`src/sv/pngv_pkg.sv`:
```
// Shared types and constants for the PNG chunk stream validator.
// No dependencies; used by every other file of the block.
package pngv_pkg;

    localparam int unsigned TOTAL_W = 64;

    typedef struct packed {
        logic [7:0] byte_value;
        logic       end_of_file;
    } t_in_item;

    typedef struct packed {
        logic [3:0]         status;
        logic [30:0]        image_width;
        logic [30:0]        image_height;
        logic [4:0]         bit_depth;
        logic [2:0]         color_type;
        logic               interlace_mode;
        logic [TOTAL_W-1:0] total_size;
    } t_out_item;

    // Result of the parser for the byte it currently sees
    typedef struct packed {
        logic      give;
        t_out_item result;
    } t_parse_res;

    typedef enum logic [4:0] {
        PH_SIG  = 5'b00001,
        PH_IHDR = 5'b00010,
        PH_HDR  = 5'b00100,
        PH_SKIP = 5'b01000,
        PH_DONE = 5'b10000
    } t_phase;

    localparam logic [3:0] ST_OK      = 4'd0;
    localparam logic [3:0] ST_TRUNC   = 4'd1;
    localparam logic [3:0] ST_SIG     = 4'd2;
    localparam logic [3:0] ST_ILEN    = 4'd3;
    localparam logic [3:0] ST_ITAG    = 4'd4;
    localparam logic [3:0] ST_DIMS    = 4'd5;
    localparam logic [3:0] ST_DEPTH   = 4'd6;
    localparam logic [3:0] ST_COLOR   = 4'd7;
    localparam logic [3:0] ST_COMP    = 4'd8;
    localparam logic [3:0] ST_INTER   = 4'd9;
    localparam logic [3:0] ST_LETTERS = 4'd10;
    localparam logic [3:0] ST_OVF     = 4'd11;

    localparam logic [7:0] SIG_BYTES [8] = '{
        8'h89, 8'h50, 8'h4E, 8'h47, 8'h0D, 8'h0A, 8'h1A, 8'h0A
    };

    localparam logic [31:0] TAG_IHDR = 32'h4948_4452;
    localparam logic [31:0] TAG_IEND = 32'h4945_4E44;
    localparam logic [31:0] IHDR_LEN = 32'd13;

    // Byte positions of the last byte of each group (*_LAST) and one past the end of each IHDR field (*_END)
    localparam logic [5:0] SIG_LAST  = 6'd7;
    localparam logic [5:0] IHDR_LAST = 6'd24;
    localparam logic [5:0] HDR_LAST  = 6'd7;
    localparam logic [5:0] LEN_END   = 6'd4;
    localparam logic [5:0] TAG_END   = 6'd8;
    localparam logic [5:0] WID_END   = 6'd12;
    localparam logic [5:0] HGT_END   = 6'd16;
    localparam logic [5:0] SMALL_END = 6'd21;

    // Signature plus IHDR chunk
    localparam int unsigned HEAD_SIZE    = 33;
    localparam int unsigned CHUNK_EXTRA  = 12;
    localparam int unsigned CRC_BYTES    = 4;

endpackage

```
`src/sv/pngv_parser.sv`:
```
// Byte-wise PNG chunk structure parser: state, field capture and checks.
// Depends on pngv_pkg.
module pngv_parser #(
    parameter int unsigned SIZE_BITS = 64
) (
    input  logic                i_clk,
    input  logic                i_rst_n,
    input  logic                i_fire,
    input  pngv_pkg::t_in_item  i_item,
    output pngv_pkg::t_parse_res o_res
);

    pngv_pkg::t_phase r_phase, n_phase;
    logic [5:0]           r_cnt, n_cnt;
    logic                 r_sig_ok, n_sig_ok;
    logic [31:0]          r_hdr, n_hdr;
    logic [31:0]          r_tag, n_tag;
    logic [31:0]          r_width, n_width;
    logic [31:0]          r_height, n_height;
    logic [39:0]          r_small, n_small;
    logic [32:0]          r_skip, n_skip;
    logic [SIZE_BITS-1:0] r_acc, n_acc;

    logic [7:0]         b;
    logic               dec;
    logic [3:0]         dec_st;
    logic [3:0]         ihdr_st;
    logic [3:0]         out_st;
    logic [SIZE_BITS:0] sum;
    logic [32:0]        skip_dec;

    function automatic logic is_letter(input logic [7:0] c);
        return (c >= 8'h41 && c <= 8'h5A) || (c >= 8'h61 && c <= 8'h7A);
    endfunction

    assign b = i_item.byte_value;

    // IHDR checks, in order of precedence
    always_comb begin
        priority if (r_hdr != pngv_pkg::IHDR_LEN) begin
            ihdr_st = pngv_pkg::ST_ILEN;
        end else if (r_tag != pngv_pkg::TAG_IHDR) begin
            ihdr_st = pngv_pkg::ST_ITAG;
        end else if (r_width[31] || r_height[31]) begin
            ihdr_st = pngv_pkg::ST_DIMS;
        end else if (!(r_small[39:32] == 8'd1 || r_small[39:32] == 8'd2 ||
                       r_small[39:32] == 8'd4 || r_small[39:32] == 8'd8 ||
                       r_small[39:32] == 8'd16)) begin
            ihdr_st = pngv_pkg::ST_DEPTH;
        end else if (!(r_small[31:24] == 8'd0 || r_small[31:24] == 8'd2 ||
                       r_small[31:24] == 8'd3 || r_small[31:24] == 8'd4 ||
                       r_small[31:24] == 8'd6)) begin
            ihdr_st = pngv_pkg::ST_COLOR;
        end else if (r_small[23:16] != 8'd0 || r_small[15:8] != 8'd0) begin
            ihdr_st = pngv_pkg::ST_COMP;
        end else if (r_small[7:0] > 8'd1) begin
            ihdr_st = pngv_pkg::ST_INTER;
        end else begin
            ihdr_st = pngv_pkg::ST_OK;
        end
    end

    // Running size plus chunk size plus framing; carry out means overflow
    assign sum = {1'b0, r_acc} + (SIZE_BITS + 1)'(r_hdr)
               + (SIZE_BITS + 1)'(pngv_pkg::CHUNK_EXTRA);
    assign skip_dec = (r_skip != 33'd0) ? r_skip - 33'd1 : r_skip;

    always_comb begin
        n_phase  = r_phase;
        n_cnt    = r_cnt;
        n_sig_ok = r_sig_ok;
        n_hdr    = r_hdr;
        n_tag    = r_tag;
        n_width  = r_width;
        n_height = r_height;
        n_small  = r_small;
        n_skip   = r_skip;
        n_acc    = r_acc;
        dec      = 1'b0;
        dec_st   = pngv_pkg::ST_OK;

        unique case (r_phase)
            pngv_pkg::PH_SIG: begin
                if (b != pngv_pkg::SIG_BYTES[r_cnt[2:0]]) n_sig_ok = 1'b0;
                n_cnt = r_cnt + 6'd1;
                if (r_cnt == pngv_pkg::SIG_LAST) begin
                    n_cnt = 6'd0;
                    if (!n_sig_ok) begin
                        dec    = 1'b1;
                        dec_st = pngv_pkg::ST_SIG;
                    end else begin
                        n_phase = pngv_pkg::PH_IHDR;
                    end
                end
            end
            pngv_pkg::PH_IHDR: begin
                priority if (r_cnt < pngv_pkg::LEN_END) n_hdr = {r_hdr[23:0], b};
                else if (r_cnt < pngv_pkg::TAG_END) n_tag = {r_tag[23:0], b};
                else if (r_cnt < pngv_pkg::WID_END) n_width = {r_width[23:0], b};
                else if (r_cnt < pngv_pkg::HGT_END) n_height = {r_height[23:0], b};
                else if (r_cnt < pngv_pkg::SMALL_END) n_small = {r_small[31:0], b};
                else n_small = r_small;
                n_cnt = r_cnt + 6'd1;
                // last byte is CRC, so every checked field is already stored
                if (r_cnt == pngv_pkg::IHDR_LAST) begin
                    n_cnt = 6'd0;
                    if (ihdr_st != pngv_pkg::ST_OK) begin
                        dec    = 1'b1;
                        dec_st = ihdr_st;
                    end else begin
                        n_acc   = SIZE_BITS'(pngv_pkg::HEAD_SIZE);
                        n_phase = pngv_pkg::PH_HDR;
                    end
                end
            end
            pngv_pkg::PH_HDR: begin
                if (r_cnt < pngv_pkg::LEN_END) n_hdr = {r_hdr[23:0], b};
                else n_tag = {r_tag[23:0], b};
                n_cnt = r_cnt + 6'd1;
                if (r_cnt == pngv_pkg::HDR_LAST) begin
                    n_cnt = 6'd0;
                    if (!is_letter(n_tag[31:24]) || !is_letter(n_tag[23:16]) ||
                        !is_letter(n_tag[15:8]) || !is_letter(n_tag[7:0])) begin
                        dec    = 1'b1;
                        dec_st = pngv_pkg::ST_LETTERS;
                    end else if (sum[SIZE_BITS]) begin
                        dec    = 1'b1;
                        dec_st = pngv_pkg::ST_OVF;
                    end else begin
                        n_acc = sum[SIZE_BITS-1:0];
                        if (n_tag == pngv_pkg::TAG_IEND) begin
                            dec    = 1'b1;
                            dec_st = pngv_pkg::ST_OK;
                        end else begin
                            n_skip  = 33'(r_hdr) + 33'(pngv_pkg::CRC_BYTES);
                            n_phase = pngv_pkg::PH_SKIP;
                        end
                    end
                end
            end
            pngv_pkg::PH_SKIP: begin
                n_skip = skip_dec;
                if (skip_dec == 33'd0) n_phase = pngv_pkg::PH_HDR;
            end
            pngv_pkg::PH_DONE: begin
                n_phase = r_phase;
            end
            default: begin
                n_phase = pngv_pkg::PH_SIG;
            end
        endcase

        if (dec) n_phase = pngv_pkg::PH_DONE;

        // end of file always rearms for the next file
        if (i_item.end_of_file) begin
            n_phase  = pngv_pkg::PH_SIG;
            n_cnt    = 6'd0;
            n_sig_ok = 1'b1;
        end
    end

    assign out_st = dec ? dec_st : pngv_pkg::ST_TRUNC;

    always_comb begin
        o_res.give = dec || (i_item.end_of_file && r_phase != pngv_pkg::PH_DONE);
        o_res.result = '0;
        o_res.result.status = out_st;
        if (out_st == pngv_pkg::ST_OK) begin
            o_res.result.image_width    = r_width[30:0];
            o_res.result.image_height   = r_height[30:0];
            o_res.result.bit_depth      = r_small[36:32];
            o_res.result.color_type     = r_small[26:24];
            o_res.result.interlace_mode = r_small[0];
            o_res.result.total_size     = pngv_pkg::TOTAL_W'(n_acc);
        end
    end

    always_ff @(posedge i_clk) begin
        if (!i_rst_n) begin
            r_phase  <= pngv_pkg::PH_SIG;
            r_cnt    <= 6'd0;
            r_sig_ok <= 1'b1;
        end else if (i_fire) begin
            r_phase  <= n_phase;
            r_cnt    <= n_cnt;
            r_sig_ok <= n_sig_ok;
        end
    end

    // Payload: every field is fully rewritten before it is used
    always_ff @(posedge i_clk) begin
        if (i_fire) begin
            r_hdr    <= n_hdr;
            r_tag    <= n_tag;
            r_width  <= n_width;
            r_height <= n_height;
            r_small  <= n_small;
            r_skip   <= n_skip;
            r_acc    <= n_acc;
        end
    end

endmodule

```
`src/sv/png_chunk_stream_validator_core.sv`:
```
// Channel  | direction | handshake                 | payload
// in       | input     | i_in_valid / o_in_ready   | i_in_data  (t_in_item)
// out      | output    | o_out_valid / i_out_ready | o_out_data (t_out_item)
//
// One byte per cycle sustained, unless a result waits on a stalled output. A byte
// sits in the input register while the parser works on it; its result is
// registered in the output register when that byte fires. Reset is synchronous,
// active low; no clearing pass. A stalled output blocks only a byte that would
// produce a result; other bytes keep flowing. Depends on pngv_pkg and pngv_parser.
module png_chunk_stream_validator_core #(
    parameter int unsigned SIZE_BITS = 64
) (
    input  logic                i_clk,
    input  logic                i_rst_n,
    input  logic                i_in_valid,
    output logic                o_in_ready,
    input  pngv_pkg::t_in_item  i_in_data,
    output logic                o_out_valid,
    input  logic                i_out_ready,
    output pngv_pkg::t_out_item o_out_data
);

    logic                r_in_valid;
    pngv_pkg::t_in_item  r_in_data;
    logic                r_out_valid;
    pngv_pkg::t_out_item r_out_data;

    pngv_pkg::t_parse_res parse;
    logic                 out_free;
    logic                 fire;

    pngv_parser #(
        .SIZE_BITS(SIZE_BITS)
    ) u_parser (
        .i_clk  (i_clk),
        .i_rst_n(i_rst_n),
        .i_fire (fire),
        .i_item (r_in_data),
        .o_res  (parse)
    );

    assign out_free   = !r_out_valid || i_out_ready;
    assign fire       = r_in_valid && (!parse.give || out_free);
    assign o_in_ready = !r_in_valid || fire;

    always_ff @(posedge i_clk) begin
        if (!i_rst_n) begin
            r_in_valid  <= 1'b0;
            r_out_valid <= 1'b0;
        end else begin
            if (o_in_ready) r_in_valid <= i_in_valid;
            if (fire && parse.give) r_out_valid <= 1'b1;
            else if (i_out_ready) r_out_valid <= 1'b0;
        end
    end

    always_ff @(posedge i_clk) begin
        if (o_in_ready && i_in_valid) r_in_data <= i_in_data;
        if (fire && parse.give) r_out_data <= parse.result;
    end

    assign o_out_valid = r_out_valid;
    assign o_out_data  = r_out_data;

endmodule

```
`config.mk`:
```
export PLATFORM = sky130hd
export DESIGN_NAME = png_chunk_stream_validator_core
export DESIGN_NICKNAME = d
export VERILOG_FILES = /design/src/sv/pngv_pkg.sv /design/src/sv/pngv_parser.sv /design/src/sv/png_chunk_stream_validator_core.sv
export SDC_FILE = /design/constraint.sdc
export NUM_CORES = 1
export LEC_CHECK = 0
export BUFFER_PORTS_ARGS = -buffer_cell sky130_fd_sc_hd__buf_2
export CAP_MARGIN = 5
export CORE_ASPECT_RATIO = 2
export CORE_UTILIZATION = 35
export CTS_CLUSTER_SIZE = 14
export DETAILED_ROUTE_END_ITERATION = 16
export PLACE_DENSITY = 0.53
export SLEW_MARGIN = 10
export SYNTH_ARGS = -nofsm -noshare
export SYNTH_HDL_FRONTEND = slang
export SYNTH_SLANG_ARGS = --single-unit
```
`constraint.sdc`:
```
create_clock -name i_clk -period 9.2 [get_ports i_clk]
set_input_delay 2.76 -clock i_clk [delete_from_list [all_inputs] [get_ports i_clk]]
set_output_delay 2.76 -clock i_clk [all_outputs]
set_load 0.01 [all_outputs]
```
==> results.cfg <==
[sta]
setup-violations-final = 0
rsz0062_at_grt = false
drv_slew = 0
fin_crit_ns = 7.65
max_slew_margin = 0.214
max_freq_mhz = 131
tightest_slew_ns = 1.18
hold_ws_ns = 0.438
period_share = 0.831
hold_viol = 0
finClkSkew_ns = 0.0178
tns_ns = 0

[layout]
seq_area_um2 = 12700
multi_input_area_um2 = 8410
finalNetCount = 2034
stdcell_area_um2 = 24500
post_route_cells_drive_above_1_share = 0.158
area_delta_synth_final_pct = 14.1
fillers = 5745

[detailed_routing]
wl_um = 60900
drc_errors = 0
first_pass_iters = 5
vias_per_cell = 5.45
dr.first_iter.drc_count = 1079
vias = 15100
wl_per_cell_um = 22.1
drtAntennaViolNets = 0

[global_routing]
grt_usage = 0.195
grt_max_degree = 118
grt_pass1_wl_um = 92000
grt_pass1_vias = 15400
grt_overflow = 0
antenna_found_initial = 1

[placement]
portBuffers = 153
place_hpwl_um = 43500
routabilityCongestion = 0.955
placed_cell_area_um2 = 23100

[clock_network]
ctsHoldBuffers = 0
cts_sinks = 427
cts_tree = done
clock_path_buffers = 3
cts_resized = 0
post_cts_buffers = 0
clkLatencyLatePin_ns = 0.58
numCtsBuffers = 41
htreeDepth = 2
root_buffer = clkbuf_16
clk_pin_slew_worst_paths_ns = 0.07

[logic_synthesis]
synth_cells = 1805
synth_commonest_cells = edfxtp_1 (413), nand2_1 (150), and2_1 (123), o21ai_0 (108), a21oi_1 (100)
synth_compound_area_frac = 0.114
syn_area_per_cell_um2 = 11.9
ys_ff_latch = 427
ys_warn_count = 0
synth_nets = 1890
ys_types = 92
ys.flop_type = edfxtp_1
synth_area_um2 = 21500
synth_top_family_by_area = simple AND/OR/NAND/NOR gates
yosys.area.top_type = edfxtp_1
synth_edf_count = 413
ys_async_sr_fraction = 0
yosysMostFrequentCell = edfxtp_1
yosys.area_share.simple = 0.179
yosys-top-cells-area = edfxtp_1 (58%), ha_1 (4.1%), and2_1 (3.6%), nand2_1 (2.6%), o21ai_0 (2.5%)
synth-seq-area-share = 0.591
muxShareOfSynthArea = 0.0195
synth_top_area_share = 0.578
synth-adder-area-share = 0.0423
synth-xor-area-share = 0.0351

[worst_setup_path]
worstPathMaxFanout = 6
crit_path_max_incr_delay_ns = 0.67
worst_ep_arrival_time_ns = 4.89
endpoint_kind = primary output
crit_type = register to primary output
start_kind = register
crit_slowest_cell = o21ai_0
path_cells = ha_1, ha_1, a21o_1, a31oi_1, a21bo_2, a41oi_1, o21ai_0, a2111oi_2, nor2_1, o21ai_0, or2_2, buf_2
required_ns = 6.44

[floorplan]
dieArea_um2 = 62400
die_y_um = 352
io_pins = 154
die_x_um = 177
rows = 128
core_um2 = 60700
initial_core_util = 0.353

[power_and_ir_drop]
power_density_nw_per_um2 = 162
p_leak_uw = 0.00871
ir_drop_uv = 126

[hold_path]
min_path_type = register to register

[outcome]
status = completed

[run]
max_cap_viol_count = 0
[worst max-delay path, delay by kind of cell, from the launching register on]
family                   cells  cell delay, ns
AND/OR/NAND/NOR              2            0.41
flip-flops                   1            0.49
adder cells (fa/ha/maj)      2            0.70
AO/OA/AOI/OAI                7            2.56
buffers and inverters        1            0.16
[per-layer routing]
layer	vias up	global-route usage	routed length [um]
li1	7164	-	-
met1	7405	0.203	22200
met2	342	0.377	34000
met3	144	0.0180	1760
met4	0	0.0990	2950
met5	-	0	0
[worst paths after layout]
kind,from,to,slack [ns],cells after the start
max reg2reg,u_parser.r_hdr[28]$_DFFE_PP_,o_out_data[84]$_SDFFCE_PP0P_,3.95,12
min reg2reg,u_parser.r_width[2]$_DFFE_PP_,u_parser.r_width[10]$_DFFE_PP_,0.44,0
min,u_parser.r_width[2]$_DFFE_PP_,u_parser.r_width[10]$_DFFE_PP_,0.44,0
max,u_parser.r_hdr[28]$_DFFE_PP_,o_in_ready,1.55,12
[where the power goes]
| part | switching, uW | leakage [uW] | internal, uW |
|---|---|---|---|
| Sequential | 21.1 | 0.00386 | 2130 |
| Combinational | 49.5 | 0.00418 | 22.4 |
| Clock | 773 | 0.000664 | 978 |
| Total | 843 | 0.00871 | 3130 |
[flip-flops by register name, summed over array words and instances, names as in the netlist]
name	count
u_parser.r_sig_ok	1
u_parser.r_cnt	6
o_out_valid	1
r_in_data	9
u_parser.r_height	32
u_parser.r_hdr	32
u_parser.r_skip	33
u_parser.r_small	40
u_parser.r_width	32
u_parser.r_tag	32
o_out_data	139
u_parser.r_phase	5
r_in_valid	1
u_parser.r_acc	64
[layout by cell type, fill, tap and decap left out, types with 21 or more instances in the layout]
cell	n
buf_4	21
inv_1	31
and3_1	36
and2_1	123
xnor2_1	41
buf_2	153
or4_1	21
clkbuf_16	42
nand4_1	23
nor4_1	36
a21oi_1	99
mux2_2	30
edfxtp_1	413
xor2_1	45
nand3_1	79
o21ai_0	108
nand2_1	150
nor3_1	34
nor2_1	81
ha_1	71
a21o_1	32
[area by class of cell]
type	count	share of cell area
Antenna cell	1	0.000102
Clock buffer	54	0.0456
Clock inverter	20	0.00961
Inverter	32	0.00490
Multi-Input combinational cell	1272	0.344
Sequential cell	427	0.518
Tap cell	780	0.0399
Timing Repair Buffer	175	0.0385
[metrics by stage]
stage | std cells | power [uW] | util | setup slack (ns)
3_5_place_dp | 2686 | 2270 | 0.381 | 2.14
2_1_floorplan | 1805 | 2230 | - | 0.161
4_1_cts | 2760 | 4030 | 0.403 | 1.51
5_1_grt | 2760 | 4100 | 0.403 | 1.32
6_report | 2761 | 3980 | 0.403 | 1.55
3_3_place_gp | 2686 | 2270 | 0.381 | 2.14
[cells by family after synthesis]
kind of cell | Yosys count
AOI/OAI and AO/OA | 377
xor gates and xnor gates | 86
adders and majority gates | 72
buffers and inverters | 106
DFF | 427
muxes | 38
and+or+nand+nor | 699
(Power assumes the default switching activity.)
